### src/hdl/pop_pkg.sv
// Shared constants, types and helper functions for the perpendicular offset pair block.
package pop_pkg;

  localparam int COORD_W    = 32;            // coordinate and offset field width
  localparam int MAG_W      = COORD_W + 1;   // magnitude of an endpoint difference
  localparam int NORM_W     = 31;            // block-normalized magnitude
  localparam int ROOT_W     = 32;            // square roots and quotients
  localparam int RAD_W      = 64;            // radicands and dividends
  localparam int GAP_W      = 31;
  localparam int MINLEN_W   = 16;
  localparam int CFG_DATA_W = 31;
  localparam int CFG_IDX_W  = 1;
  localparam int NORM_STEPS = 6;             // left shifts of 32, 16, 8, 4, 2, 1
  localparam int SQRT_STAGES = ROOT_W;       // one root bit per stage
  localparam int DIV_STAGES  = ROOT_W;       // one quotient bit per stage
  localparam int SQ_W   = 2 * NORM_W;
  localparam int PROD_W = GAP_W + ROOT_W;

  localparam logic [COORD_W-1:0] SAT_HALF = {1'b1, {(COORD_W-1){1'b0}}};

  typedef enum logic [CFG_IDX_W-1:0] {
    CFG_GAP_SCALE  = 1'b0,
    CFG_MIN_LENGTH = 1'b1
  } cfg_index_t;

  typedef enum logic [1:0] {
    AXIS_X = 2'd0,
    AXIS_Y = 2'd1,
    AXIS_Z = 2'd2
  } axis_t;

  typedef logic [MAG_W-1:0] mag_t;
  typedef logic [NORM_W-1:0] norm_t;
  typedef logic [2:0][NORM_W-1:0] norm_vec_t;

  typedef struct packed {
    axis_t      k;       // axis with the smallest magnitude
    logic [2:0] ng;      // sign of each difference, bit per axis
    logic       degen;   // segment too short
  } pop_tag_t;

  function automatic axis_t axis_next(input axis_t a);
    axis_t r;
    case (a)
      AXIS_X:  r = AXIS_Y;
      AXIS_Y:  r = AXIS_Z;
      default: r = AXIS_X;
    endcase
    return r;
  endfunction

  // Apply a sign to a magnitude and clamp to the signed coordinate range.
  function automatic logic [COORD_W-1:0] sat_emit(input logic [ROOT_W-1:0] mag,
                                                  input logic neg);
    logic [COORD_W-1:0] lim;
    if (neg) begin
      lim = (mag > SAT_HALF) ? SAT_HALF : mag;
      return COORD_W'(0) - lim;
    end else begin
      return (mag > SAT_HALF - 1'b1) ? SAT_HALF - 1'b1 : mag;
    end
  endfunction

endpackage

### src/hdl/pop_sqrt.sv
// Pipelined integer square root, one result bit per stage.
module pop_sqrt import pop_pkg::*; (
  input  logic              clk,
  input  logic              en,
  input  logic [RAD_W-1:0]  radicand,
  output logic [ROOT_W-1:0] root
);

  logic [RAD_W-1:0] v_q  [SQRT_STAGES];
  logic [RAD_W-1:0] r_q  [SQRT_STAGES];
  logic [RAD_W-1:0] v_in [SQRT_STAGES];
  logic [RAD_W-1:0] r_in [SQRT_STAGES];
  logic [RAD_W-1:0] v_nx [SQRT_STAGES];
  logic [RAD_W-1:0] r_nx [SQRT_STAGES];
  logic [RAD_W-1:0] bitv [SQRT_STAGES];
  logic [RAD_W:0]   trial [SQRT_STAGES];

  always_comb begin
    v_in[0] = radicand;
    r_in[0] = '0;
    for (int n = 1; n < SQRT_STAGES; n++) begin
      v_in[n] = v_q[n-1];
      r_in[n] = r_q[n-1];
    end
    for (int n = 0; n < SQRT_STAGES; n++) begin
      bitv[n]  = RAD_W'(1) << (RAD_W - 2 - 2*n);
      trial[n] = {1'b0, r_in[n]} + {1'b0, bitv[n]};
      if ({1'b0, v_in[n]} >= trial[n]) begin
        v_nx[n] = v_in[n] - trial[n][RAD_W-1:0];
        r_nx[n] = (r_in[n] >> 1) + bitv[n];
      end else begin
        v_nx[n] = v_in[n];
        r_nx[n] = r_in[n] >> 1;
      end
    end
  end

  always_ff @(posedge clk) begin
    if (en) begin
      for (int n = 0; n < SQRT_STAGES; n++) begin
        v_q[n] <= v_nx[n];
        r_q[n] <= r_nx[n];
      end
    end
  end

  assign root = r_q[SQRT_STAGES-1][ROOT_W-1:0];

endmodule

### config.mk
export PLATFORM = sky130hd
export DESIGN_NAME = pop_sqrt
export DESIGN_NICKNAME = d
export VERILOG_FILES = /design/src/hdl/pop_pkg.sv /design/src/hdl/pop_sqrt.sv
export SDC_FILE = /design/constraint.sdc
export NUM_CORES = 2
export LEC_CHECK = 0
export CAP_MARGIN = 10
export CORE_MARGIN = 5
export CORE_UTILIZATION = 65
export DETAILED_ROUTE_END_ITERATION = 8
export DONT_BUFFER_PORTS = 1
export GPL_ROUTABILITY_DRIVEN = 0
export PLACE_DENSITY_LB_ADDON = 0.3
export REMOVE_ABC_BUFFERS = 1
export SETUP_SLACK_MARGIN = 0.3
export SKIP_CTS_REPAIR_TIMING = 1
export SYNTH_ARGS = -nofsm -noshare
export SYNTH_HDL_FRONTEND = slang
export SYNTH_SLANG_ARGS = --single-unit
### constraint.sdc
create_clock -name clk -period 9.1 [get_ports clk]
set_input_delay 0.91 -clock clk [delete_from_list [all_inputs] [get_ports clk]]
set_output_delay 0.91 -clock clk [all_outputs]
set_load 0.01 [all_outputs]
Word level (Yosys, flattened, before mapping)
Memories as Yosys holds them, arrays and structs flattened. Cells that the tools add are included.

Bits in registers: 0. Memory bits (writable): 4096. Output and inout port bits: 32. Word-level logic and storage cells: 194. Memories kept: 2.

Add/sub/neg operators: 94. $lt $le $gt $ge: 32. Multiplexer cells: 66.

Memory list: r_q (depth 32, bits a word 64, rd ports 32, clocked after memory_dff 0, wr ports 32, RTL line pop_sqrt.sv:10) `logic [RAD_W-1:0] r_q [SQRT_STAGES];`; v_q (depth 32, bits a word 64, rd ports 31, clocked after memory_dff 0, wr ports 32, RTL line pop_sqrt.sv:9) `logic [RAD_W-1:0] v_q [SQRT_STAGES];`.

Operators with widths (number): 64-bit 2-to-1 mux (63); 64-bit by 65-bit >= comparator with 1-bit output (31); 64-bit subtractor (31); 64-bit by 1-bit adder with 65-bit output (second input constant) (1); 64-bit by 11-bit adder with 65-bit output (second input constant) (1); 64-bit by 13-bit adder with 65-bit output (second input constant) (1); 64-bit by 15-bit adder with 65-bit output (second input constant) (1); 64-bit by 17-bit adder with 65-bit output (second input constant) (1); 64-bit by 19-bit adder with 65-bit output (second input constant) (1); 64-bit by 21-bit adder with 65-bit output (second input constant) (1); 64-bit by 23-bit adder with 65-bit output (second input constant) (1); 64-bit by 25-bit adder with 65-bit output (second input constant) (1); 64-bit by 27-bit adder with 65-bit output (second input constant) (1); 64-bit by 29-bit adder with 65-bit output (second input constant) (1); 64-bit by 3-bit adder with 65-bit output (second input constant) (1); 64-bit by 31-bit adder with 65-bit output (second input constant) (1); 64-bit by 33-bit adder with 65-bit output (second input constant) (1); 64-bit by 35-bit adder with 65-bit output (second input constant) (1); 64-bit by 37-bit adder with 65-bit output (second input constant) (1); 64-bit by 39-bit adder with 65-bit output (second input constant) (1); 64-bit by 41-bit adder with 65-bit output (second input constant) (1); 64-bit by 43-bit adder with 65-bit output (second input constant) (1); 64-bit by 45-bit adder with 65-bit output (second input constant) (1); 64-bit by 47-bit adder with 65-bit output (second input constant) (1); other kinds (45) (46).

Logic depth before layout (Yosys ltp)
An unclocked memory read counts as a cell.

Word-level depth: 4. Mapped depth: 14.

Worst setup path after synthesis
No wires, ideal clock.

Kind: reg-to-reg. Start: memory v_q[29][30] (netlist: v_q[1][862]). End: memory v_q[30][56] (netlist: v_q[1][952]) (data pin). Setup time: 0.258 ns. Arrival: 3.231 ns. Required time: 8.842 ns. Setup slack: 5.611 ns. Stages on the path, launching flop included: 14. Period minus slack after synthesis: 3.489 ns. Path through: edfxtp_1 -> ha_1 -> buf_2 -> nand4_2 -> or2_2 -> or4_1 -> a211oi_1 -> a211oi_2 -> clkinv_2 -> o211ai_4 -> or3_1 -> buf_2 -> or3_4 -> xnor2_2.

RTL lines (RTL line): start: declaration (pop_sqrt.sv:9).

==> flow_summary_export.csv <==
group,metric,value,unit
timing,setup_viol,0,
detailed_routing,vias,80400,
cts,root_buffer,"clkbuf_16",
finish,fin_nets,10300,
power,vdd_drop_max,192,uV
detailed_routing,post-route-drc-count,0,
synthesis,synthArstFlopShare,0,%
floorplanning,core-area,185000,sq um
timing,hold_violations,0,
hold_path,hold_path_class,"in2reg",
synthesis,yosys_warnings,0,
synthesis,ys_ff_latch,2512,
timing,fin_worst_skew,117,ps
setup_path,worstSetupStartpointType,"input port",
placed_design,place_area,124000,sq um
setup_path,critPathTopFamily,"buffers and inverters",
synthesis,synth_seq_area_share,62.3,%
synthesis,syn_area_per_cell,12.6,sq um
power,pwr-share-clk,32.0,%
grt,antenna_found_initial,20,
finish,drive_above_1_share,6.26,%
setup_path,timing.critical_path.mode_cell,"buf_16",
timing,max_freq,0.140,GHz
synthesis,yosysUniqueCellTypes,110,
setup_path,cp_slowest_cell,"buf_16",
timing,maxSlewViolCount,120,
floorplanning,row_count,158,
power,p_leak,49.9,nW
power,p_sw,9.83,mW
detailed_routing,avgRoutedWirePerCell,22.9,um
grt,grt_use_total,28.5,%
timing,worst_pin_slew,1620,ps
grt,grt_pass1_vias,77100,
timing,fin_crit,7160,ps
hold_path,hp-start,"radicand[45]",
synthesis,yosys_most_used_dff,"edfxtp_1",
finish,final_cell_mix,"2512 x edfxtp_1, 672 x inv_1, 658 x nor2_1",
status,outcome,"finished with violations",
setup_path,crit_chain,"buf_16, buf_16, buf_16, buf_16, buf_16, buf_16, buf_16, buf_16",
floorplanning,start_util,65.3,%
grt,grt_max_degree,323,
power,p_comb_share,21.0,%
cts,cts_tree,"built",
grt,gr-total-overflow,0,
setup_path,cp.arrival,7680,ps
timing,finalCritPeriodShare,78.7,%
timing,fin_tns_setup,0,ps
setup_path,crit_buf_inv,8,
cts,ctsLongestPathBuffers,4,
run,drv_cap,0,
floorplanning,ios,98,
placed_design,portBuffers,0,
setup_path,worstPathMaxFanout,290,
finish,layout_commonest_cell,"edfxtp_1",
power,intPower,24.0,mW
cts,clock_latency,950,ps
synthesis,synth_area,121000,sq um
finish,stdcell_area,133000,sq um
status,violations,"max-slew violations",
floorplanning,fp.dieH,442,um
placed_design,hpwl,196000,um
cts,clk_pin_slew_worst_paths,60,ps
setup_path,timing.rr.start,"r_q[1][802]$_DFFE_PP_",
setup_path,crit_path_end_kind,"flip-flop",
detailed_routing,firstDrtPassIters,9,
cts,h-tree-depth,5,
floorplanning,die_x,442,um
power,switching_share,29.0,%
power,p_seq_share,47.0,%
detailed_routing,via_per_inst,6.49,
cts,cts_buffers,274,
timing,relSlewSlack,-7.77,%
setup_path,cp-startpoint,"en",
detailed_routing,wl,284000,um
synthesis,netlist_instances,9591,
floorplanning,die-area,195000,sq um
cts,clock_sinks,2512,
detailed_routing,first_iter_violations,9683,
setup_path,required,9620,ps
finish,areaGrowthSynthToFinish,9.50,%
setup_path,slowest_delay,810,ps
power,power_density,256,nW/um^2
detailed_routing,antenna_left,0,
timing,rsz0062_at_grt,"no",
setup_path,crit_type,"in2reg",
synthesis,synth_edf_count,2512,
grt,grt_pass1_wl,435000,um
-- path summary, 6_finish.rpt --
kind | to | depth (start not counted) | slack (ps)
min | v_q[0][45]$_DFFE_PP_ | 0 | 70
max | v_q[1][891]$_DFFE_PP_ | 8 | 1940
max reg2reg | v_q[1][885]$_DFFE_PP_ | 13 | 4200
min reg2reg | v_q[1][79]$_DFFE_PP_ | 0 | 380
-- through the flow --
step	setup WS (ps)	power [mW]	cells	hold slack [ps]	utilization (%)
after detailed placement	1420	22.9	11900	433	66.8
after global placement	1650	22.6	11900	430	66.8
final	1940	33.9	12400	72.5	71.5
after floorplan	4220	20.7	9404	417	-
after CTS	2390	33.8	12400	-2.49	71.4
after global routing	1570	35.3	12400	28.4	71.5
-- cells in the mapped netlist, types with 18 or more instances --
library cell	instances	share of area (%)
a211o_1	18	0.13
a211oi_1	61	0.38
a21boi_0	25	0.16
a21o_1	267	1.7
a21oi_1	589	2.4
a31oi_1	34	0.18
and2_1	22	0.11
and3_1	59	0.30
and4_1	18	0.13
buf_2	24	0.099
clkbuf_1	142	0.44
edfxtp_1	2512	62
ha_1	558	5.8
inv_1	672	2.1
mux2_2	95	0.88
nand2_1	575	1.8
nand2b_1	109	0.56
nand3_1	172	0.71
nand3b_1	22	0.14
nand4_1	172	0.89
nand4b_1	25	0.18
nor2_1	658	2.0
nor2b_1	79	0.41
nor3_1	231	0.95
nor3b_1	19	0.12
nor4_1	352	1.8
nor4b_1	57	0.41
o211ai_1	46	0.29
o21a_1	105	0.65
o21ai_0	420	1.7
o21bai_1	43	0.27
o31ai_1	41	0.25
or2_2	41	0.21
or3_1	93	0.48
or4_1	54	0.33
xnor2_1	493	3.6
xor2_1	380	2.7
-- power groups by stage --
stage / combinational (mW) / clock [mW] / sequential [mW]
3_5_place_dp: 6.80 / 0 / 16.1
6_report: 7.10 / 10.9 / 15.9
2_1_floorplan: 5.16 / 0 / 15.6
5_1_grt: 7.72 / 11.5 / 16.0
4_1_cts: 6.92 / 11.0 / 15.9
3_3_place_gp: 6.55 / 0 / 16.0
-- final cells by class --
type | instances | area (sq um)
Multi-Input combinational cell | 6214 | 42400
Tap cell | 2480 | 3100
Clock buffer | 322 | 7140
Clock inverter | 136 | 1460
Timing Repair Buffer | 35 | 483
Fill cell | 11700 | 52900
Sequential cell | 2512 | 75400
Inverter | 678 | 2550
Antenna cell | 6 | 15.0
-- sequential cells by signal (all words and copies together), names as in the netlist --
| signal | count |
|---|---|
| v_q | 1984 |
| r_q | 528 |
-- cells by family after synthesis --
family	after synthesis	synth area share [%]
DFF	2512	62.3
and+or+nand+nor	2837	12.3
AOI/OAI and AO/OA	1830	9.49
xor gates and xnor gates	874	6.33
adders and majority gates	558	5.77
buffers and inverters	865	2.74
muxes	115	1.08
-- routing by layer --
| metal | vias up | GRT usage [%] | routed length (um) |
|---|---|---|---|
| met2 | 4336 | 48.0 | 138000 |
| li1 | 36300 | - | - |
| met1 | 38900 | 36.9 | 109000 |
| met3 | 837 | 5.75 | 25500 |
| met5 | - | 0 | 67 |
| met4 | 10 | 10.9 | 11900 |
Note: power is estimated with default switching activity, not from simulation.
