## src/hdl/pop_pkg.sv

```systemverilog
// Shared constants, types and helper functions for the perpendicular offset pair block.
package pop_pkg;

  localparam int COORD_W    = 32;            // coordinate and offset field width
  localparam int MAG_W      = COORD_W + 1;   // magnitude of an endpoint difference
  localparam int NORM_W     = 31;            // block-normalized magnitude
  localparam int ROOT_W     = 32;            // square roots and quotients
  localparam int RAD_W      = 64;            // radicands and dividends
  localparam int GAP_W      = 31;
  localparam int MINLEN_W   = 16;
  localparam int CFG_DATA_W = 31;
  localparam int CFG_IDX_W  = 1;
  localparam int NORM_STEPS = 6;             // left shifts of 32, 16, 8, 4, 2, 1
  localparam int SQRT_STAGES = ROOT_W;       // one root bit per stage
  localparam int DIV_STAGES  = ROOT_W;       // one quotient bit per stage
  localparam int SQ_W   = 2 * NORM_W;
  localparam int PROD_W = GAP_W + ROOT_W;

  localparam logic [COORD_W-1:0] SAT_HALF = {1'b1, {(COORD_W-1){1'b0}}};

  typedef enum logic [CFG_IDX_W-1:0] {
    CFG_GAP_SCALE  = 1'b0,
    CFG_MIN_LENGTH = 1'b1
  } cfg_index_t;

  typedef enum logic [1:0] {
    AXIS_X = 2'd0,
    AXIS_Y = 2'd1,
    AXIS_Z = 2'd2
  } axis_t;

  typedef logic [MAG_W-1:0] mag_t;
  typedef logic [NORM_W-1:0] norm_t;
  typedef logic [2:0][NORM_W-1:0] norm_vec_t;

  typedef struct packed {
    axis_t      k;       // axis with the smallest magnitude
    logic [2:0] ng;      // sign of each difference, bit per axis
    logic       degen;   // segment too short
  } pop_tag_t;

  function automatic axis_t axis_next(input axis_t a);
    axis_t r;
    case (a)
      AXIS_X:  r = AXIS_Y;
      AXIS_Y:  r = AXIS_Z;
      default: r = AXIS_X;
    endcase
    return r;
  endfunction

  // Apply a sign to a magnitude and clamp to the signed coordinate range.
  function automatic logic [COORD_W-1:0] sat_emit(input logic [ROOT_W-1:0] mag,
                                                  input logic neg);
    logic [COORD_W-1:0] lim;
    if (neg) begin
      lim = (mag > SAT_HALF) ? SAT_HALF : mag;
      return COORD_W'(0) - lim;
    end else begin
      return (mag > SAT_HALF - 1'b1) ? SAT_HALF - 1'b1 : mag;
    end
  endfunction

endpackage

```

## src/hdl/pop_front.sv

```systemverilog
// Front end: endpoint differences, length test, axis choice and block normalization.
module pop_front import pop_pkg::*; (
  input  logic                       clk,
  input  logic                       rst,
  input  logic                       en,
  input  logic                       in_valid,
  input  logic signed [COORD_W-1:0]  start_x,
  input  logic signed [COORD_W-1:0]  start_y,
  input  logic signed [COORD_W-1:0]  start_z,
  input  logic signed [COORD_W-1:0]  end_x,
  input  logic signed [COORD_W-1:0]  end_y,
  input  logic signed [COORD_W-1:0]  end_z,
  input  logic [MINLEN_W-1:0]        min_length,
  output logic                       out_valid,
  output norm_vec_t                  out_mag,
  output pop_tag_t                   out_tag
);

  logic signed [COORD_W-1:0] pt_s [3];
  logic signed [COORD_W-1:0] pt_e [3];
  logic signed [MAG_W-1:0]   diff [3];

  mag_t       d0_mag [3];
  logic [2:0] d0_ng;
  logic       d0_v;

  mag_t                    s1_mag [3];
  logic [2:0]              s1_ng;
  axis_t                   s1_k;
  logic                    s1_big;
  logic [2*MINLEN_W-1:0]   s1_sq [3];
  logic [2*MINLEN_W-1:0]   s1_lim2;
  mag_t                    s1_mx;
  logic                    s1_v;

  axis_t                   k_sel;
  logic                    big_sel;
  mag_t                    mx_sel;
  logic [2*MINLEN_W+1:0]   sq_sum;

  mag_t            cur_mag [NORM_STEPS][3];
  mag_t            cur_mx  [NORM_STEPS];
  pop_tag_t        cur_tag [NORM_STEPS];
  logic            cur_v   [NORM_STEPS];
  mag_t            nm_mag  [NORM_STEPS][3];
  mag_t            nm_mx   [NORM_STEPS];
  pop_tag_t        nm_tag  [NORM_STEPS];
  logic            nm_v    [NORM_STEPS];
  mag_t            st_mag  [NORM_STEPS][3];
  mag_t            st_mx   [NORM_STEPS];

  assign pt_s[0] = start_x;
  assign pt_s[1] = start_y;
  assign pt_s[2] = start_z;
  assign pt_e[0] = end_x;
  assign pt_e[1] = end_y;
  assign pt_e[2] = end_z;

  always_comb begin
    for (int c = 0; c < 3; c++) begin
      diff[c] = MAG_W'(pt_e[c]) - MAG_W'(pt_s[c]);
    end
  end

  // Axis choice, largest magnitude and the small-segment test terms.
  always_comb begin
    k_sel = AXIS_X;
    if (d0_mag[1] < d0_mag[0]) k_sel = AXIS_Y;
    if (d0_mag[2] < d0_mag[k_sel]) k_sel = AXIS_Z;
    big_sel = 1'b0;
    mx_sel  = '0;
    for (int c = 0; c < 3; c++) begin
      if (d0_mag[c] > MAG_W'(min_length)) big_sel = 1'b1;
      if (d0_mag[c] > mx_sel) mx_sel = d0_mag[c];
    end
  end

  assign sq_sum = (2*MINLEN_W+2)'(s1_sq[0]) + (2*MINLEN_W+2)'(s1_sq[1])
                + (2*MINLEN_W+2)'(s1_sq[2]);

  // Each normalizing step shifts left when the top bits of the largest magnitude are zero.
  always_comb begin
    cur_mag[0] = s1_mag;
    cur_mx[0]  = s1_mx;
    cur_v[0]   = s1_v;
    cur_tag[0].k     = s1_k;
    cur_tag[0].ng    = s1_ng;
    cur_tag[0].degen = !s1_big && (sq_sum <= (2*MINLEN_W+2)'(s1_lim2));
    for (int s = 1; s < NORM_STEPS; s++) begin
      cur_mag[s] = nm_mag[s-1];
      cur_mx[s]  = nm_mx[s-1];
      cur_tag[s] = nm_tag[s-1];
      cur_v[s]   = nm_v[s-1];
    end
    for (int s = 0; s < NORM_STEPS; s++) begin
      if ((cur_mx[s] >> (MAG_W - (32 >> s))) == '0) begin
        st_mx[s] = cur_mx[s] << (32 >> s);
        for (int c = 0; c < 3; c++) st_mag[s][c] = cur_mag[s][c] << (32 >> s);
      end else begin
        st_mx[s] = cur_mx[s];
        for (int c = 0; c < 3; c++) st_mag[s][c] = cur_mag[s][c];
      end
    end
  end

  always_ff @(posedge clk) begin
    if (rst) begin
      d0_v <= 1'b0;
      s1_v <= 1'b0;
      for (int s = 0; s < NORM_STEPS; s++) nm_v[s] <= 1'b0;
    end else if (en) begin
      d0_v <= in_valid;
      s1_v <= d0_v;
      for (int s = 0; s < NORM_STEPS; s++) nm_v[s] <= cur_v[s];
    end
  end

  always_ff @(posedge clk) begin
    if (en) begin
      for (int c = 0; c < 3; c++) begin
        d0_ng[c]  <= diff[c][MAG_W-1];
        d0_mag[c] <= diff[c][MAG_W-1] ? MAG_W'(0) - MAG_W'(diff[c]) : MAG_W'(diff[c]);
        s1_mag[c] <= d0_mag[c];
        s1_sq[c]  <= d0_mag[c][MINLEN_W-1:0] * d0_mag[c][MINLEN_W-1:0];
      end
      s1_ng   <= d0_ng;
      s1_k    <= k_sel;
      s1_big  <= big_sel;
      s1_mx   <= mx_sel;
      s1_lim2 <= min_length * min_length;
      for (int s = 0; s < NORM_STEPS; s++) begin
        nm_mag[s] <= st_mag[s];
        nm_mx[s]  <= st_mx[s];
        nm_tag[s] <= cur_tag[s];
      end
    end
  end

  // The largest magnitude now sits in [2^32, 2^33); dropping two bits lands it in [2^30, 2^31).
  always_comb begin
    for (int c = 0; c < 3; c++) begin
      out_mag[c] = nm_mag[NORM_STEPS-1][c][MAG_W-1 -: NORM_W];
    end
  end
  assign out_tag   = nm_tag[NORM_STEPS-1];
  assign out_valid = nm_v[NORM_STEPS-1];

endmodule

```

## config.mk

```make
export PLATFORM = sky130hd
export DESIGN_NAME = pop_front
export DESIGN_NICKNAME = d
export VERILOG_FILES = /design/src/hdl/pop_pkg.sv /design/src/hdl/pop_front.sv
export SDC_FILE = /design/constraint.sdc
export NUM_CORES = 2
export LEC_CHECK = 0
export ABC_AREA = 1
export BUFFER_PORTS_ARGS = -buffer_cell sky130_fd_sc_hd__buf_2
export CORE_UTILIZATION = 35
export DETAILED_ROUTE_END_ITERATION = 6
export GPL_ROUTABILITY_DRIVEN = 0
export PLACE_DENSITY = 0.63
export RECOVER_POWER = 25
export SLEW_MARGIN = 10
export SYNTH_ARGS = -nofsm -noshare
export SYNTH_HDL_FRONTEND = slang
export SYNTH_SLANG_ARGS = --single-unit
```

## constraint.sdc

```tcl
create_clock -name clk -period 7.02 [get_ports clk]
set_input_delay 1.404 -clock clk [delete_from_list [all_inputs] [get_ports clk]]
set_output_delay 1.404 -clock clk [all_outputs]
set_load 0.02 [all_outputs]
```

# == After elaboration in Yosys (flattened, before gate mapping) ==
# Memory sizes are Yosys's and may differ from the RTL's.
# Cells that the tools add are included.
# op_classes
n_mul,4
addsub,8
n_lt_le_gt_ge,9
n_mux,32
bitwise,6
eq_ne,0
shift,0
n_reduce_logical,9
div_mod_pow,0
# ops
cell,n
$mux W99,6
$mux W33,12
$logic_not A33 Y1,6
$mul A16 B16 Y32,4
$gt A33 B16 Y1,3
$sub A1 B33 Y33 const A,3
$sub A32 B32 Y33,3
$gt A33 B33 Y1,2
$lt A33 B33 Y1,2
$add A33 B32 Y34,1
$le A34 B32 Y1,1
$add A32 B32 Y33,1
$gt A33 B1 Y1 const B,1
$mux W1,14
$or A1 B1 Y1,6
$reduce_or A2 Y1,1
$logic_and A1 B1 Y1,1
$logic_not A1 Y1,1
# totals
elab_cells,85
regBits,175
mem_bits_rw,1029
latchBits,0
n_memories,6
romBits,0
output_inout_bits,100
inputBits,212
# mem_list
name,words,width,rd,rd_ports_with_merged_regs,wr,line,text
nm_mag,6,99,6,0,6,pop_front.sv:45,mag_t nm_mag [NORM_STEPS][3];
nm_mx,6,33,5,0,6,pop_front.sv:46,mag_t nm_mx [NORM_STEPS];
d0_mag,3,33,4,0,3,pop_front.sv:23,mag_t d0_mag [3];
s1_sq,3,32,3,0,3,pop_front.sv:31,logic [2*MINLEN_W-1:0] s1_sq [3];
nm_tag,6,6,6,0,6,pop_front.sv:47,pop_tag_t nm_tag [NORM_STEPS];
nm_v,6,1,6,0,6,pop_front.sv:48,logic nm_v [NORM_STEPS];

# == Depth between registers and ports, before layout ==
# An unclocked memory read counts as a cell.
# logic_depth
depth_word,7
ltp_mapped,30
depth_no_buf,26

# == Least setup slack after synthesis ==
# Ideal clock, no wire load.
# synth_path
kind,in2reg
startpoint,in min_length[9]
endpoint,reg s1_lim2[25] (data pin)
stages,26
arrival_time_ns,6.517
t_required_ns,6.764
path_slack_ns,0.247
path_buffers,2
path_cell_list,clkbuf_1 > clkbuf_1 > nand2_1 > inv_1 > fa_1 > fa_1 > inv_1 > fa_1 > inv_1 > fa_1 > fa_1 > inv_1 > fa_1 > inv_1 > ha_1 > nand2_1 > nor2_1 > inv_1 > o21bai_1 > a31oi_1 > o21ai_0 > nand2_1 > inv_1 > nor2_1 > nand2_1 > nand2_1
# synth_between
elab_chain_len,1
# synth_rtl
item,line,text
"start, declared",pop_front.sv:13,"input logic [MINLEN_W-1:0] min_length,"
$mul A16 B16 Y32,pop_front.sv:130,s1_lim2 <= min_length * min_length;
"end signal, assigned",pop_front.sv:130,
"end, declared",pop_front.sv:32,logic [2*MINLEN_W-1:0] s1_lim2;
# Every way passes these cells.
# A chain may end at the register's enable or synchronous reset.

==> metrics <==
largest net degree at the start of global routing about 180; cell count after synthesis approximately 10000; Slew @ Worst Pin between 3 and 4 ns; routed wire length around 220000 µm; setup bufs post-CTS 0; clock sink count 1047; layout cell share with drive strength beyond 1 6.70%; DR iter-0 viols a little under 6000; WS Path Type reg -> reg; critical path data required time about 7.5 ns; Area contributors post-synth edfxtp_1 36%, fa_1 16%, ha_1 11%; Setup TNS Final 0 ns; synthesized area around 87000 µm²; Die H 501 µm; Worst setup SP type flop; fin crit share between 90% and 100%; Critical Path AT slightly above 7 ns; Final min period 6.74 ns; clock transition at the registers of the reported paths ~0.06 ns; area occupied by multi-input gates approximately 46000 µm²; row cnt 182; post_cts resized 0; # IOs between 300 and 400; number of H-tree levels 3; status complete, but fails checks; number of flops mapped to enable cells by yosys about 1000; # DRC 3; register area share after synthesis a little over a third; later-pin clock latency in the skew report about 0.74 ns; first-pass GRT wire length between 300000 and 400000 µm; Max-cap violations 12; CP endpoint kind flop; die area approximately 250000 µm²; Die Wd 501 µm; fraction of registers with async set/reset 0%; # setup viols final 0; Rel. slew slack -151%; failing checks DRC, capacitance limit, slew limit; final-stage net count roughly 12000; CTS Buffer Depth 3; Vias between 60000 and 70000; top-area cell type share of the netlist area between 30% and 40%; area grow syn2layout 10.1%; Syn Area/Cell slightly below 9 µm²; Synth cell types 58; initial antenna violation count 7; Via density roughly 4.7; wire length per cell between 15 and 20 µm; CTS tree built; Detail Route Antenna Nets 0; Final HPWL DP roughly 180000 µm; Achievable Freq ~150 MHz; number of global-route vias before repair between 60000 and 70000; Hold Crit Class reg -> reg; sequential cell area roughly 31000 µm²; grt ovf 0; Final Skew roughly 0.034 ns; Port Buffers between 300 and 400; Critical Path Fanout Max 7; RSZ-0062 raised after global routing no; main flop type after synthesis edfxtp_1; yosys warns 0; Core Area 247000 µm²; TritonRoute pass-1 iters 7; Final Hold Fails 0; Overall Global Routing Usage approximately 18%; Clock Tree Root clkbuf_16; fillcell total between 20000 and 25000; Inserted Clock Buffers 103; CTS Hold Bufs 0; final max-slew violation count 1062; Synth area leader edfxtp_1; Synth Register Bits approximately 1000; Initial Utilization between 30% and 40%
final timing paths:
check | slack (ns) | cells after the start | end | from
setup / recovery | 0.28 | 23 | s1_sq[0][92] | d0_mag[2][9]
setup reg to reg | 0.28 | 23 | s1_sq[0][92] | d0_mag[2][9]
hold reg to reg | 0.42 | 0 | nm_tag[4][3] | nm_tag[3][3]
hold / removal | 0.42 | 0 | nm_tag[4][3] | nm_tag[3][3]
through the flow:
| stage | instance area [µm²] | utilization, % | std cells | hold slack, ns | setup WS (ns) |
|---|---|---|---|---|---|
| 2_1_floorplan | 87000 | - | 10021 | 0.400 | 0.247 |
| 3_3_place_gp | 92800 | 37.6 | 13494 | 0.401 | 0.120 |
| 3_5_place_dp | 92800 | 37.6 | 13494 | 0.405 | 0.0963 |
| 4_1_cts | 96000 | 38.9 | 13683 | 0.419 | 0.484 |
| 5_1_grt | 95800 | 38.8 | 13683 | 0.426 | 0.105 |
| 6_report | 95800 | 38.8 | 13686 | 0.418 | 0.279 |
logic make-up (layout without fill, tap and decap cells):
| logic type | after synthesis | count (layout) | synth area share (%) |
|---|---|---|---|
| other | 2 | 6 | 0.00863 |
| flip-flops | 1047 | 1047 | 36.1 |
| AND/OR/NAND/NOR | 3763 | 3763 | 17.7 |
| XOR/XNOR | 238 | 238 | 2.40 |
| AO/OA/AOI/OAI | 962 | 962 | 6.01 |
| adder cells (fa/ha/maj) | 1429 | 1429 | 26.5 |
| buffers and inverters | 2574 | 2924 | 11.2 |
| multiplexers | 5 | 5 | 0.0647 |
synth_stat cells (15+ instances only):
cell type  number
nand2_2        45
edfxtp_1     1045
nor2_2         23
fa_1          692
o21a_1         20
nand3b_1       38
xnor2_1        86
o21bai_1       26
inv_1        2264
nand4_1        89
nor4_1         34
nand3_1       309
clkbuf_1      275
a31oi_1        22
nor2_1        680
ha_1          737
nand2_1      2449
nor3_1         49
xor2_1        152
a21o_1         23
o211ai_1       15
o21ai_0       375
a21oi_1       415
cells in the final DEF (no fill, tap or decap), drive strengths merged, types with 4 or more instances in the layout:
cell type	count
a31oi	22
a21oi	418
nor4	34
nor3	54
inv	2288
nor2	706
nand3	318
a21o	23
o211ai	15
nand4	90
o221ai	8
nand3b	38
mux2	5
o21bai	26
o21a	20
clkinvlp	4
xor2	152
fa	692
o31ai	4
bufinv	4
ha	737
o21ai	389
and2	8
a211oi	11
a21boi	14
buf	418
o2111ai	6
or2	13
clkinv	40
nand2	2499
edfxtp	1045
xnor2	86
clkbuf	170
cell type report:
cell class / count / share of cell area, %
Multi-Input combinational cell: 6400 / 47.9
Inverter: 2279 / 8.93
Clock inverter: 57 / 0.543
Tap cell: 3312 / 4.33
Sequential cell: 1047 / 32.8
Antenna cell: 3 / 0.00784
Clock buffer: 132 / 2.83
Timing Repair Buffer: 456 / 2.68
critical path, stage by stage, from the launching register on:
cell,delay [ns]
edfxtp_1,0.49
clkbuf_1,0.60
nand2_1,0.15
fa_1,0.50
inv_1,0.05
ha_1,0.17
o21bai_1,0.19
fa_1,0.55
inv_1,0.06
fa_1,0.53
inv_1,0.05
fa_1,0.47
inv_1,0.05
fa_1,0.47
inv_1,0.04
ha_1,0.35
nand2_1,0.12
nor2_1,0.10
inv_1,0.04
o21ai_0,0.63
a21oi_1,0.24
o21ai_0,0.34
a21oi_1,0.13
xor2_1,0.16
registers in the layout (all words and copies together), names as in the netlist:
signal	flops
d0_ng	3
nm_tag	36
cur_mag	99
s1_k	2
nm_mag	585
s1_lim2	31
s1_sq	90
s1_mx	33
s1_v	1
s1_big	1
nm_v	6
s1_ng	3
d0_v	1
nm_mx	57
d0_mag	99
layer usage:
metal / part of all wire (%) / track usage (%) / up-vias
li1: - / - / 31830
met1: 44 / 24.7 / 29787
met2: 44 / 28.5 / 2079
met3: 8.1 / 3.40 / 409
met4: 3.8 / 6.06 / 2
met5: 0.0089 / 0 / -
Power is left out: the tool's default activity adds up to more than one toggle a clock period on the data nets, which glitch-free logic cannot reach.
